**src/rtl/core/ata_pkg.sv**
```systemverilog
// shared constants, a type and a function for the accelerometer tilt angle block
// no dependencies
package ata_pkg;

  localparam int XYZ_W = 16;
  localparam int TDATA_W = 48;
  localparam int SQ_IN_W = 50;
  localparam int ROOT_W = SQ_IN_W / 2;
  localparam int REM_W = ROOT_W + 1;
  localparam int SIDE_W = 48;
  localparam int CORDIC_STEPS = 16;
  localparam int TABLE_LEN = 24;
  localparam int CORDIC_RUN = (CORDIC_STEPS < TABLE_LEN) ? CORDIC_STEPS : TABLE_LEN;
  localparam int ANGLE_FRACTION_BITS = 8;
  localparam int ACC_FRAC = 16;
  localparam int RND_S = ACC_FRAC - ANGLE_FRACTION_BITS;
  localparam int CX_W = 28;
  localparam int CZ_W = 25;
  localparam int ANG_W = 16;
  localparam int TILT_W = 15;
  localparam int TILT_MAX = 32767;
  localparam logic signed [ANG_W-1:0] ANGLE_90 = ANG_W'(90 * (2 ** ANGLE_FRACTION_BITS));

  localparam logic signed [CZ_W-1:0] ATAN_DEG_Q16 [0:TABLE_LEN-1] = '{
    25'sd2949120, 25'sd1740967, 25'sd919879, 25'sd466945, 25'sd234379, 25'sd117304,
    25'sd58666, 25'sd29335, 25'sd14668, 25'sd7334, 25'sd3667, 25'sd1833,
    25'sd917, 25'sd458, 25'sd229, 25'sd115, 25'sd57, 25'sd29,
    25'sd14, 25'sd7, 25'sd4, 25'sd2, 25'sd1, 25'sd0
  };

  typedef struct packed {
    logic zero_v;
    logic zero_x;
    logic neg_v;
  } lane_flags_t;

  // round to ANGLE_FRACTION_BITS, halves away from zero
  function automatic logic signed [ANG_W-1:0] round_angle(input logic signed [CZ_W-1:0] z);
    logic [CZ_W:0] mag;
    logic [CZ_W:0] r;
    begin
      mag = z[CZ_W-1] ? (CZ_W+1)'(-$signed({z[CZ_W-1], z})) : {1'b0, z};
      r = (mag + (CZ_W+1)'(2 ** (RND_S - 1))) >> RND_S;
      round_angle = z[CZ_W-1] ? ANG_W'(-$signed(r)) : ANG_W'(r);
    end
  endfunction

endpackage

```
**src/rtl/core/ata_sqrt.sv**
```systemverilog
// pipelined integer square root, one root bit per register stage
// depends on ata_pkg
module ata_sqrt
  import ata_pkg::*;
(
  input  logic               clk,
  input  logic               rst,
  input  logic               en,
  input  logic               valid_in,
  input  logic [SQ_IN_W-1:0] radicand,
  input  logic [SIDE_W-1:0]  side_in,
  output logic               valid_out,
  output logic [ROOT_W-1:0]  root,
  output logic [REM_W-1:0]   remainder,
  output logic [SIDE_W-1:0]  side_out
);

  logic [SQ_IN_W-1:0] rad_q  [0:ROOT_W-1];
  logic [REM_W-1:0]   rem_q  [0:ROOT_W-1];
  logic [ROOT_W-1:0]  root_q [0:ROOT_W-1];
  logic [SIDE_W-1:0]  side_q [0:ROOT_W-1];
  logic               valid_q[0:ROOT_W-1];

  for (genvar k = 0; k < ROOT_W; k++) begin : g_stage
    logic [SQ_IN_W-1:0] rad_p;
    logic [REM_W-1:0]   rem_p;
    logic [ROOT_W-1:0]  root_p;
    logic [SIDE_W-1:0]  side_p;
    logic               valid_p;
    logic [REM_W+1:0]   rem_sh;
    logic [REM_W+1:0]   trial;
    logic               ge;

    if (k == 0) begin : g_first
      assign rad_p = radicand;
      assign rem_p = '0;
      assign root_p = '0;
      assign side_p = side_in;
      assign valid_p = valid_in;
    end else begin : g_rest
      assign rad_p = rad_q[k-1];
      assign rem_p = rem_q[k-1];
      assign root_p = root_q[k-1];
      assign side_p = side_q[k-1];
      assign valid_p = valid_q[k-1];
    end

    assign rem_sh = {rem_p, rad_p[SQ_IN_W-1 -: 2]};
    assign trial = {1'b0, root_p, 2'b01};
    assign ge = (rem_sh >= trial);

    always_ff @(posedge clk) begin
      if (rst) begin
        valid_q[k] <= 1'b0;
      end else if (en) begin
        valid_q[k] <= valid_p;
      end
    end

    always_ff @(posedge clk) begin
      if (en) begin
        rad_q[k] <= rad_p << 2;
        side_q[k] <= side_p;
        if (ge) begin
          rem_q[k] <= REM_W'(rem_sh - trial);
          root_q[k] <= {root_p[ROOT_W-2:0], 1'b1};
        end else begin
          rem_q[k] <= REM_W'(rem_sh);
          root_q[k] <= {root_p[ROOT_W-2:0], 1'b0};
        end
      end
    end
  end

  assign valid_out = valid_q[ROOT_W-1];
  assign root = root_q[ROOT_W-1];
  assign remainder = rem_q[ROOT_W-1];
  assign side_out = side_q[ROOT_W-1];

endmodule

```
**src/rtl/core/ata_tilt.sv**
```systemverilog
// combined tilt: squares of both angles, sum, root, round to nearest and saturate
// depends on ata_pkg and ata_sqrt
module ata_tilt
  import ata_pkg::*;
(
  input  logic                    clk,
  input  logic                    rst,
  input  logic                    en,
  input  logic                    valid_in,
  input  logic signed [ANG_W-1:0] pitch_in,
  input  logic signed [ANG_W-1:0] roll_in,
  output logic                    valid_out,
  output logic signed [ANG_W-1:0] pitch,
  output logic signed [ANG_W-1:0] roll,
  output logic [TILT_W-1:0]       tilt
);

  logic                    v1;
  logic                    v2;
  logic signed [ANG_W-1:0] p1;
  logic signed [ANG_W-1:0] r1;
  logic signed [ANG_W-1:0] p2;
  logic signed [ANG_W-1:0] r2;
  logic [2*ANG_W-2:0]      pp;
  logic [2*ANG_W-2:0]      rr;
  logic [2*ANG_W-1:0]      sum;
  logic                    sq_valid;
  logic [ROOT_W-1:0]       sq_root;
  logic [REM_W-1:0]        sq_rem;
  logic [SIDE_W-1:0]       sq_side;
  logic [ROOT_W:0]         t_round;
  logic [TILT_W-1:0]       tilt_next;

  always_ff @(posedge clk) begin
    if (rst) begin
      v1 <= 1'b0;
      v2 <= 1'b0;
    end else if (en) begin
      v1 <= valid_in;
      v2 <= v1;
    end
  end

  always_ff @(posedge clk) begin
    if (en) begin
      p1 <= pitch_in;
      r1 <= roll_in;
      pp <= (2*ANG_W-1)'(pitch_in * pitch_in);
      rr <= (2*ANG_W-1)'(roll_in * roll_in);
      p2 <= p1;
      r2 <= r1;
      sum <= {1'b0, pp} + {1'b0, rr};
    end
  end

  ata_sqrt u_sqrt (
    .clk       (clk),
    .rst       (rst),
    .en        (en),
    .valid_in  (v2),
    .radicand  ({{(SQ_IN_W-2*ANG_W){1'b0}}, sum}),
    .side_in   ({{(SIDE_W-2*ANG_W){1'b0}}, r2, p2}),
    .valid_out (sq_valid),
    .root      (sq_root),
    .remainder (sq_rem),
    .side_out  (sq_side)
  );

  always_comb begin
    t_round = {1'b0, sq_root} + ((sq_rem > {1'b0, sq_root}) ? (ROOT_W+1)'(1) : '0);
    tilt_next = (t_round > (ROOT_W+1)'(TILT_MAX)) ? TILT_W'(TILT_MAX) : t_round[TILT_W-1:0];
  end

  always_ff @(posedge clk) begin
    if (rst) begin
      valid_out <= 1'b0;
    end else if (en) begin
      valid_out <= sq_valid;
    end
  end

  always_ff @(posedge clk) begin
    if (en) begin
      pitch <= sq_side[ANG_W-1:0];
      roll <= sq_side[2*ANG_W-1:ANG_W];
      tilt <= tilt_next;
    end
  end

endmodule

```
**config.mk**
```make
export PLATFORM = sky130hd
export DESIGN_NAME = ata_tilt
export DESIGN_NICKNAME = d
export VERILOG_FILES = /design/src/rtl/core/ata_pkg.sv /design/src/rtl/core/ata_sqrt.sv /design/src/rtl/core/ata_tilt.sv
export SDC_FILE = /design/constraint.sdc
export NUM_CORES = 2
export LEC_CHECK = 0
export ABC_AREA = 1
export BUFFER_PORTS_ARGS = -buffer_cell sky130_fd_sc_hd__buf_2
export CAP_MARGIN = 40
export CORE_MARGIN = 2
export CORE_UTILIZATION = 40
export DETAILED_ROUTE_END_ITERATION = 8
export PLACE_DENSITY = 0.56
export SLEW_MARGIN = 25
export SYNTH_ARGS = -nofsm -noshare
export SYNTH_HDL_FRONTEND = slang
export SYNTH_SLANG_ARGS = --single-unit
```
**constraint.sdc**
```tcl
create_clock -name clk -period 10.5 [get_ports clk]
set_input_delay 2.1 -clock clk [delete_from_list [all_inputs] [get_ports clk]]
set_output_delay 2.1 -clock clk [all_outputs]
set_load 0.01 [all_outputs]
```
==> results.toml <==
[clocking]
post_cts_buffers = 0
cts_resized = 0
clk_latency_ns = 0.90
cts_tree = "done"
clk_pin_slew_ns = 0.07
htree_levels = 5
cts_buffer_depth = 4
cts_root_buf = "clkbuf_16"
ctsHoldBuffers = 0
cts_sinks = 2426
cts_buffers = 278

[logic_synthesis]
synth_area_leader_cell = "edfxtp_1"
yosysWarnings = 0
syn_area_um2 = 131000
synth_compound_area_share_pct = 3.62
synth-adder-area-share_pct = 12.4
avgSynthCellArea_um2 = 10.0
synth_common_cells = "3330 x nand2_1, 2600 x inv_1, 2422 x edfxtp_1"
async_reset_ff_share_pct = 0
synth_top_family_by_area = "simple AND/OR/NAND/NOR gates"
synth-edff-count = 2422
ys_seq_area_share_pct = 55.6
synthTopCellsByArea = "edfxtp_1 55%, nand2_1 9.5%, inv_1 7.4%"
syn_inst = 13098
synth_top_flop_cell = "edfxtp_1"
synth_top_area_share_pct = 55.5
ys_seq_elements = 2426
yosysUniqueCellTypes = 59
synth.most_common_cell = "nand2_1"
muxShareOfSynthArea_pct = 0.00859
synth_xor_area_share_pct = 2.45
synth_nets = 14150
synth-simple-area-share_pct = 17.9

[critical_path]
critPathCaptureType = "flop"
critPathMaxFanout = 23
rrSetupSlack_ns = 6.59
cp.arrival_ns = 7.99
worstPathRequired_ns = 11.17
path_class = "primary input to flop"
critPathLaunchType = "primary input"

[drt]
initialDrtViolationCount = 6488
ant_nets = 0
drc = 0
wl_per_cell_um = 17.3
vias = 85382
avgViaCountPerCell = 4.77
finalWirelength_um = 309000
dr.pass1.iters = 6

[flow_run]
cap_violations = 0

[sta]
worstMarginPinSlew_ns = 0.970
hold_violations = 0
period_share_pct = 69.8
clock_skew_ns = 0.0523
rsz0062_at_grt = "false"
period_minus_slack_ns = 7.33
fmax_mhz = 137
slew_viol_final = 0
tns_ns = 0
setup_viol = 0
whs_ns = 0.397
slew_headroom_pct = 35.4

[floorplan]
fp.dieH_um = 576
initial_core_util_pct = 40.1
io_pins = 84
core-area_um2 = 327000
rows = 210
die-area_um2 = 332000
die_x_um = 576

[cells_and_area]
fillers = 31394
multi_input_area_um2 = 47700
layout-drive-gt1-share_pct = 4.74
seq_area_um2 = 72800
final_util_pct = 44.6
areaGrowthSynthToFinish_pct = 11.2
nets = 14407

[placed_design]
io_buffers = 83
dp_hpwl_um = 238000
place.gp.congestion = 0.897

[min_path]
hold_path_class = "flop to flop"

[pwr]
power_density_nw_per_um2 = 272
p_leak_nw = 64.4
ir_worst_vdd_mv = 0.311
total_power_mw = 39.6

[grt]
grt_overflow_total = 0
grt_pass1_wl_um = 483000
grt_max_degree = 206
antenna_found_initial = 5
grt_usage_pct = 18.5
grt_pass1_vias = 84713

[run_status]
status = "finished clean"
## stage by stage
| step | worst slack [ns] | std cells | area, um^2 |
|---|---|---|---|
| after floorplan | 2.78 | 13098 | 131000 |
| after global placement | 2.15 | 17409 | 137000 |
| after detailed placement | 2.19 | 17416 | 137000 |
| after CTS | 3.20 | 17911 | 146000 |
| after global routing | 2.78 | 17917 | 146000 |
| final | 3.17 | 17917 | 146000 |
## kinds of logic after synthesis
kind of cell	count (synthesis)
compound gates	887
xor+xnor	366
fa+ha+maj	1016
buf+inv	2771
flops	2426
mux	1
simple gates	5631
## sequential cells by signal (all words and copies together), names as in the netlist, 25 cells and up
name,count
pp,29
sum,32
u_sqrt.root_q,299
u_sqrt.side_q,800
u_sqrt.valid_q,25
u_sqrt.rem_q,570
rr,29
u_sqrt.rad_q,528
## worst max-delay path, cell delays in order
cell and delay [ns]:
buf_2 0.39, nand2_1 0.18, inv_1 0.11, fa_1 0.48
inv_1 0.24, fa_1 0.55, inv_1 0.37, fa_1 0.49
fa_1 0.47, fa_1 0.54, inv_1 0.05, fa_1 0.53
inv_1 0.04, ha_1 0.39, nand2_1 0.16, nor2_1 0.18
inv_1 0.09, nor3_1 0.27, nand3_1 0.16, nand4_1 0.10
nand2_1 0.06
## metal layers
metal  vias up  track usage (%)  part of all wire [%]
met4         0             3.85                   1.9
met2      1486             31.3                    48
met1     40601             25.5                    46
li1      42936                -                     -
met5         -                0                     0
met3       359             2.26                   4.0
## path summary, 6_finish.rpt
path                                       from                            end  depth (start not counted)
setup reg to reg  u_sqrt.root_q[6][5]$_DFFE_PP_         tilt[10]$_SDFFCE_PN1P_                         21
hold / removal                sum[25]$_DFFE_PP_  u_sqrt.rad_q[0][25]$_DFFE_PP_                          0
setup / recovery                   pitch_in[15]               pp[29]$_DFFE_PP_                         21
hold reg to reg               sum[25]$_DFFE_PP_  u_sqrt.rad_q[0][25]$_DFFE_PP_                          0
## layout by cell type (no fill, tap or decap), types with 18 or more instances in the layout
| cell | n |
|---|---|
| fa_1 | 467 |
| o21bai_1 | 47 |
| nand2_1 | 3329 |
| xor2_1 | 226 |
| inv_1 | 2600 |
| clkbuf_16 | 279 |
| clkinv_1 | 49 |
| a21oi_1 | 424 |
| buf_2 | 82 |
| nor2_1 | 1017 |
| nand4_1 | 234 |
| nor2_2 | 18 |
| xnor2_1 | 140 |
| o21ai_0 | 344 |
| nand3b_1 | 45 |
| or2_2 | 20 |
| edfxtp_1 | 2422 |
| clkinv_2 | 41 |
| bufinv_16 | 24 |
| buf_4 | 37 |
| inv_6 | 22 |
| a21o_1 | 18 |
| clkbuf_1 | 41 |
| nand3_1 | 726 |
| ha_1 | 549 |
| nor3_1 | 155 |
## final cells by class
type                            instances  share of cell area, %
Multi-Input combinational cell       7901                   32.7
Inverter                             2609                   6.72
Clock buffer                          322                   4.91
Tap cell                             4346                   3.73
Antenna cell                            1                0.00172
Sequential cell                      2426                   50.0
Timing Repair Buffer                  139                  0.742
Clock inverter                        173                   1.24
## where the power goes
part | internal (mW) | switching, mW
sequential | 12.5 | 0.634
clock | 5.54 | 3.97
combinational | 5.85 | 11.0
total | 23.9 | 15.6
No activity file was read; power rests on OpenSTA's default activity.
