<file path="config.mk">
export PLATFORM = sky130hd
export DESIGN_NAME = ata_sqrt
export DESIGN_NICKNAME = d
export VERILOG_FILES = /design/src/rtl/core/ata_pkg.sv /design/src/rtl/core/ata_sqrt.sv
export SDC_FILE = /design/constraint.sdc
export NUM_CORES = 2
export LEC_CHECK = 0
export ABC_CLOCK_PERIOD_IN_PS = 5150
export BUFFER_PORTS_ARGS = -buffer_cell sky130_fd_sc_hd__buf_4
export CAP_MARGIN = 20
export CORE_MARGIN = 2
export CORE_UTILIZATION = 60
export CTS_CLUSTER_DIAMETER = 60
export DETAILED_ROUTE_END_ITERATION = 16
export GPL_ROUTABILITY_DRIVEN = 0
export PLACE_DENSITY = 0.77
export SLEW_MARGIN = 25
export SYNTH_ARGS = -nofsm -noshare
export SYNTH_HDL_FRONTEND = slang
export SYNTH_SLANG_ARGS = --single-unit
</file>
<file path="constraint.sdc">
create_clock -name clk -period 5.15 [get_ports clk]
set_clock_uncertainty 0.05 [all_clocks]
set_input_delay 0.7725 -clock clk [delete_from_list [all_inputs] [get_ports clk]]
set_output_delay 0.7725 -clock clk [all_outputs]
set_load 0.02 [all_outputs]
</file>
<file path="src/rtl/core/ata_pkg.sv">
// shared constants, a type and a function for the accelerometer tilt angle block
// no dependencies
package ata_pkg;

  localparam int XYZ_W = 16;
  localparam int TDATA_W = 48;
  localparam int SQ_IN_W = 50;
  localparam int ROOT_W = SQ_IN_W / 2;
  localparam int REM_W = ROOT_W + 1;
  localparam int SIDE_W = 48;
  localparam int CORDIC_STEPS = 16;
  localparam int TABLE_LEN = 24;
  localparam int CORDIC_RUN = (CORDIC_STEPS < TABLE_LEN) ? CORDIC_STEPS : TABLE_LEN;
  localparam int ANGLE_FRACTION_BITS = 8;
  localparam int ACC_FRAC = 16;
  localparam int RND_S = ACC_FRAC - ANGLE_FRACTION_BITS;
  localparam int CX_W = 28;
  localparam int CZ_W = 25;
  localparam int ANG_W = 16;
  localparam int TILT_W = 15;
  localparam int TILT_MAX = 32767;
  localparam logic signed [ANG_W-1:0] ANGLE_90 = ANG_W'(90 * (2 ** ANGLE_FRACTION_BITS));

  localparam logic signed [CZ_W-1:0] ATAN_DEG_Q16 [0:TABLE_LEN-1] = '{
    25'sd2949120, 25'sd1740967, 25'sd919879, 25'sd466945, 25'sd234379, 25'sd117304,
    25'sd58666, 25'sd29335, 25'sd14668, 25'sd7334, 25'sd3667, 25'sd1833,
    25'sd917, 25'sd458, 25'sd229, 25'sd115, 25'sd57, 25'sd29,
    25'sd14, 25'sd7, 25'sd4, 25'sd2, 25'sd1, 25'sd0
  };

  typedef struct packed {
    logic zero_v;
    logic zero_x;
    logic neg_v;
  } lane_flags_t;

  // round to ANGLE_FRACTION_BITS, halves away from zero
  function automatic logic signed [ANG_W-1:0] round_angle(input logic signed [CZ_W-1:0] z);
    logic [CZ_W:0] mag;
    logic [CZ_W:0] r;
    begin
      mag = z[CZ_W-1] ? (CZ_W+1)'(-$signed({z[CZ_W-1], z})) : {1'b0, z};
      r = (mag + (CZ_W+1)'(2 ** (RND_S - 1))) >> RND_S;
      round_angle = z[CZ_W-1] ? ANG_W'(-$signed(r)) : ANG_W'(r);
    end
  endfunction

endpackage

</file>
<file path="src/rtl/core/ata_sqrt.sv">
// pipelined integer square root, one root bit per register stage
// depends on ata_pkg
module ata_sqrt
  import ata_pkg::*;
(
  input  logic               clk,
  input  logic               rst,
  input  logic               en,
  input  logic               valid_in,
  input  logic [SQ_IN_W-1:0] radicand,
  input  logic [SIDE_W-1:0]  side_in,
  output logic               valid_out,
  output logic [ROOT_W-1:0]  root,
  output logic [REM_W-1:0]   remainder,
  output logic [SIDE_W-1:0]  side_out
);

  logic [SQ_IN_W-1:0] rad_q  [0:ROOT_W-1];
  logic [REM_W-1:0]   rem_q  [0:ROOT_W-1];
  logic [ROOT_W-1:0]  root_q [0:ROOT_W-1];
  logic [SIDE_W-1:0]  side_q [0:ROOT_W-1];
  logic               valid_q[0:ROOT_W-1];

  for (genvar k = 0; k < ROOT_W; k++) begin : g_stage
    logic [SQ_IN_W-1:0] rad_p;
    logic [REM_W-1:0]   rem_p;
    logic [ROOT_W-1:0]  root_p;
    logic [SIDE_W-1:0]  side_p;
    logic               valid_p;
    logic [REM_W+1:0]   rem_sh;
    logic [REM_W+1:0]   trial;
    logic               ge;

    if (k == 0) begin : g_first
      assign rad_p = radicand;
      assign rem_p = '0;
      assign root_p = '0;
      assign side_p = side_in;
      assign valid_p = valid_in;
    end else begin : g_rest
      assign rad_p = rad_q[k-1];
      assign rem_p = rem_q[k-1];
      assign root_p = root_q[k-1];
      assign side_p = side_q[k-1];
      assign valid_p = valid_q[k-1];
    end

    assign rem_sh = {rem_p, rad_p[SQ_IN_W-1 -: 2]};
    assign trial = {1'b0, root_p, 2'b01};
    assign ge = (rem_sh >= trial);

    always_ff @(posedge clk) begin
      if (rst) begin
        valid_q[k] <= 1'b0;
      end else if (en) begin
        valid_q[k] <= valid_p;
      end
    end

    always_ff @(posedge clk) begin
      if (en) begin
        rad_q[k] <= rad_p << 2;
        side_q[k] <= side_p;
        if (ge) begin
          rem_q[k] <= REM_W'(rem_sh - trial);
          root_q[k] <= {root_p[ROOT_W-2:0], 1'b1};
        end else begin
          rem_q[k] <= REM_W'(rem_sh);
          root_q[k] <= {root_p[ROOT_W-2:0], 1'b0};
        end
      end
    end
  end

  assign valid_out = valid_q[ROOT_W-1];
  assign root = root_q[ROOT_W-1];
  assign remainder = rem_q[ROOT_W-1];
  assign side_out = side_q[ROOT_W-1];

endmodule

</file>
==> flow_summary.html <==
<table>
<tr><th>Metric</th><th>Value</th></tr>
<tr><th colspan="2">Drt</th></tr>
<tr><td>Total number of vias</td><td>56300</td></tr>
<tr><td>Violation count after the first detailed-routing iteration</td><td>5088</td></tr>
<tr><td>Antenna Nets Post-Route</td><td>0</td></tr>
<tr><td>Wirelength per Cell</td><td>19.1 um</td></tr>
<tr><td>Residual DRC count</td><td>0</td></tr>
<tr><td>Routed Wire Length</td><td>189 mm</td></tr>
<tr><td>Number of iterations in the first detailed-routing pass</td><td>8</td></tr>
<tr><td>Number of vias per cell</td><td>5.68</td></tr>
<tr><th colspan="2">Global routing</th></tr>
<tr><td>Pin count of the biggest net entering global routing</td><td>199</td></tr>
<tr><td>Number of global-route vias before repair</td><td>56600</td></tr>
<tr><td>Aggregate global-route resource usage</td><td>0.204</td></tr>
<tr><td>Global-route congestion overflow total</td><td>0</td></tr>
<tr><td>Number of antenna violations at the first check in global routing</td><td>3</td></tr>
<tr><td>First-pass GRT wire length</td><td>299 mm</td></tr>
<tr><th colspan="2">Min path</th></tr>
<tr><td>Worst Hold Class</td><td>in -&gt; reg</td></tr>
<tr><td>WHS Path Cells</td><td>2</td></tr>
<tr><td>Hold endpoint</td><td>valid_q[0][0]</td></tr>
<tr><td>Hold Path Origin</td><td>valid_in</td></tr>
<tr><th colspan="2">Timing</th></tr>
<tr><td>Rel. slew slack</td><td>0.296</td></tr>
<tr><td>Achievable Freq</td><td>0.260 GHz</td></tr>
<tr><td>Final setup vio count</td><td>0</td></tr>
<tr><td>Pins over their slew limit</td><td>0</td></tr>
<tr><td>Final period utilization</td><td>0.748</td></tr>
<tr><td>Unrepaired setup endpoints after global routing</td><td>no</td></tr>
<tr><td>Transition time of the tightest slew-check pin</td><td>1060 ps</td></tr>
<tr><td>Final period demand of the worst path</td><td>3850 ps</td></tr>
<tr><td>Hold Violations, Final</td><td>0</td></tr>
<tr><td>Total negative setup slack</td><td>0 ps</td></tr>
<tr><th colspan="2">Logic synthesis</th></tr>
<tr><td>Synthesized netlist net count</td><td>7259</td></tr>
<tr><td>Number of synthesized register bits</td><td>2765</td></tr>
<tr><td>Synthesized area per cell</td><td>16.0 sq um</td></tr>
<tr><td>Yosys warning total</td><td>0</td></tr>
<tr><td>Cell area after technology mapping</td><td>0.109 sq mm</td></tr>
<tr><td>Cell taking the most area after synthesis</td><td>edfxtp_1</td></tr>
<tr><td>Number of flops mapped to enable cells by yosys</td><td>2764</td></tr>
<tr><td>Fraction of post-synthesis cell area in the top cell type by area</td><td>0.763</td></tr>
<tr><td>Portion of the post-synthesis area used by sequential elements</td><td>0.763</td></tr>
<tr><td>Synthesized instance count</td><td>6802</td></tr>
<tr><td>Netlist cell types</td><td>95</td></tr>
<tr><td>Most used DFF post-synth</td><td>edfxtp_1</td></tr>
<tr><td>Proportion of register bits with asynchronous set or reset after synthesis</td><td>0</td></tr>
<tr><td>Leading cell types by total area after synthesis</td><td>edfxtp_1 (76%), ha_1 (4.1%), xor2_1 (2.1%), xnor2_1 (1.9%), o21ai_0 (1.6%)</td></tr>
<tr><th colspan="2">Clock tree</th></tr>
<tr><td>TritonCTS clock tree</td><td>done</td></tr>
<tr><td>Maximum buffer depth of the clock tree</td><td>4</td></tr>
<tr><td>CTS clock-pin slew for the worst setup and hold paths</td><td>60 ps</td></tr>
<tr><td>H-tree depth</td><td>5</td></tr>
<tr><td>Total clock sinks</td><td>2765</td></tr>
<tr><td>Library cell used as clock root buffer</td><td>clkbuf_16</td></tr>
<tr><td>TritonCTS Buffers</td><td>297</td></tr>
<tr><td>Clock Latency Late Sink</td><td>940 ps</td></tr>
<tr><td>Post-CTS setup repair buffer count</td><td>0</td></tr>
<tr><th colspan="2">Final layout</th></tr>
<tr><td>Final instance count without filler cells</td><td>9903</td></tr>
<tr><td>Layout filler cell count</td><td>11500</td></tr>
<tr><td>Share of the core filled with cells in the final layout</td><td>0.684</td></tr>
<tr><td>Commonest non-fill, non-tap cell in the layout</td><td>edfxtp_1</td></tr>
<tr><td>Design area</td><td>0.124 sq mm</td></tr>
<tr><td>Net count of the finished layout</td><td>7783</td></tr>
<tr><td>Fraction of final layout cells with drive strength greater than 1</td><td>0.101</td></tr>
<tr><td>Area occupied by multi-input gates</td><td>0.0237 sq mm</td></tr>
<tr><td>Synth-to-Final Area Change</td><td>13.5%</td></tr>
<tr><td>Most frequent cells in the layout</td><td>edfxtp_1 (2764), inv_1 (452), nand2_1 (451)</td></tr>
<tr><td>Seq. cell area</td><td>0.0830 sq mm</td></tr>
<tr><th colspan="2">Setup path</th></tr>
<tr><td>Setup slack, reg-to-reg</td><td>1300 ps</td></tr>
<tr><td>Max Fanout on Critical Path</td><td>19</td></tr>
<tr><td>Critical Setup Path Class</td><td>reg -&gt; reg</td></tr>
<tr><td>Worst EP required</td><td>5710 ps</td></tr>
<tr><td>Reg2Reg Depth</td><td>10</td></tr>
<tr><td>Startpoint type of the worst setup path</td><td>flop</td></tr>
<tr><td>Worst setup path startpoint</td><td>root_q[1][0]</td></tr>
<tr><td>Critical R2R Capture</td><td>rem_q[1][42]</td></tr>
<tr><td>Reg-to-reg critical path startpoint</td><td>root_q[1][0]</td></tr>
<tr><td>Endpoint kind of the worst setup timing path</td><td>flop</td></tr>
<tr><td>Arrival @ worst endpoint</td><td>4410 ps</td></tr>
<tr><th colspan="2">Pwr</th></tr>
<tr><td>Net Sw Power</td><td>13800 uW</td></tr>
<tr><td>Share of total power in the clock network</td><td>0.356</td></tr>
<tr><td>Sequential fraction of design power</td><td>0.510</td></tr>
<tr><td>Switch share</td><td>0.245</td></tr>
<tr><td>Internal power component</td><td>42600 uW</td></tr>
<tr><td>Static Leakage</td><td>0.0456 uW</td></tr>
<tr><td>P per Cell Area</td><td>456 mW/mm^2</td></tr>
<tr><td>Power share of the combinational group</td><td>0.134</td></tr>
<tr><td>Max IR drop VDD</td><td>0.274 mV</td></tr>
<tr><th colspan="2">Floorplanning</th></tr>
<tr><td>Die area</td><td>0.185 sq mm</td></tr>
<tr><td>Initial cell density of the core</td><td>0.603</td></tr>
<tr><td>Row count</td><td>156</td></tr>
<tr><td>Vertical die dimension</td><td>430 um</td></tr>
<tr><td>Boundary pin count</td><td>202</td></tr>
<tr><td>Die boundary width</td><td>430 um</td></tr>
<tr><td>Core Region</td><td>0.181 sq mm</td></tr>
<tr><th colspan="2">Outcome</th></tr>
<tr><td>Status</td><td>finished clean</td></tr>
<tr><th colspan="2">Placed design</th></tr>
<tr><td>Sum of net half-perimeters after detailed placement</td><td>116 mm</td></tr>
<tr><td>Buffers on Ports</td><td>201</td></tr>
<tr><td>Placed insts</td><td>9299</td></tr>
<tr><td>Area post-placement</td><td>0.113 sq mm</td></tr>
<tr><th colspan="2">Job</th></tr>
<tr><td>Maximum Capacitance Violations</td><td>0</td></tr>
</table>
critical path, cell delays in order (launching register included):
cell	delay (ps)
dfxtp_1	390
inv_1	90
ha_1	370
nor2b_1	190
o31ai_1	350
a21oi_1	290
a211oi_1	490
o21ai_0	210
a21oi_2	610
buf_4	340
o21ai_0	200
power by group through the flow:
stage | registers, uW | clock network [uW] | logic, uW
floorplan | 28800 | 0 | 5300
global placement | 29000 | 0 | 7030
detailed placement | 29100 | 0 | 7350
CTS | 28700 | 20600 | 7480
global route | 28900 | 21400 | 8360
finish | 28700 | 20000 | 7580
cells in the mapped netlist, types with 55 or more instances:
cell type	n
edfxtp_1	2764
inv_1	452
nand2_1	451
ha_1	355
o21ai_0	343
a21oi_1	281
nor2_1	261
xor2_1	258
xnor2_1	235
nor3_1	146
a21o_1	133
clkbuf_1	104
nand3_1	101
o21a_1	72
nor4_1	71
nand2b_1	65
or3_1	58
and2_1	55
mux2_2	55
nand4_1	55
through the flow:
step	hold slack [ps]	total power [uW]	worst slack, ps
after floorplan	350	34100	1680
after global placement	350	36100	1210
after detailed placement	355	36500	1140
after CTS	36.0	56800	1370
after global routing	66.3	58700	959
final	115	56300	1300
flip-flops by register name, summed over array words and instances (netlist names):
signal   count
valid_q     25
root_q     325
rad_q      600
side_q    1200
rem_q      615
worst max-delay path by stage:
| stage | end | slack, ps | cells after the start |
|---|---|---|---|
| 2_1_floorplan | rem_q[1][0] | 1680 | 5 |
| 3_3_place_gp | rem_q[1][128] | 1210 | 9 |
| 3_5_place_dp | rem_q[0][233] | 1140 | 7 |
| 4_1_cts | rem_q[1][215] | 1370 | 10 |
| 5_1_grt | rem_q[1][206] | 960 | 11 |
| 6_report | rem_q[1][42] | 1300 | 10 |
area by class of cell:
cell class,instances,area share
Inverter,453,0.0138
Multi-Input combinational cell,3462,0.192
Clock inverter,132,0.00948
Clock buffer,373,0.0642
Tap cell,2370,0.0240
Timing Repair Buffer,347,0.0249
Sequential cell,2765,0.672
Antenna cell,1,0.0000203
kinds of logic after synthesis:
family | count (synthesis) | share of synthesized area
flip-flops | 2765 | 0.763
AND/OR/NAND/NOR | 1457 | 0.0671
AO/OA/AOI/OAI | 1088 | 0.0625
buffers and inverters | 575 | 0.0200
XOR/XNOR | 493 | 0.0397
adder cells (fa/ha/maj) | 355 | 0.0408
multiplexers | 69 | 0.00699
per-layer routing:
layer	wire length, um	global-route usage	up-vias
li1	-	-	26600
met1	73900	0.248	27400
met2	98300	0.360	1745
met3	9830	0.0370	499
met4	6720	0.0812	0
met5	0	0	-
timing repair:
action                                 in CTS  in global routing
endpoints found under the hold margin      96                  0
setup endpoints to repair                   0                  0
hold buffers                               96                  0
resized for setup                           0                  0
Power figures use the tool's default switching activity.
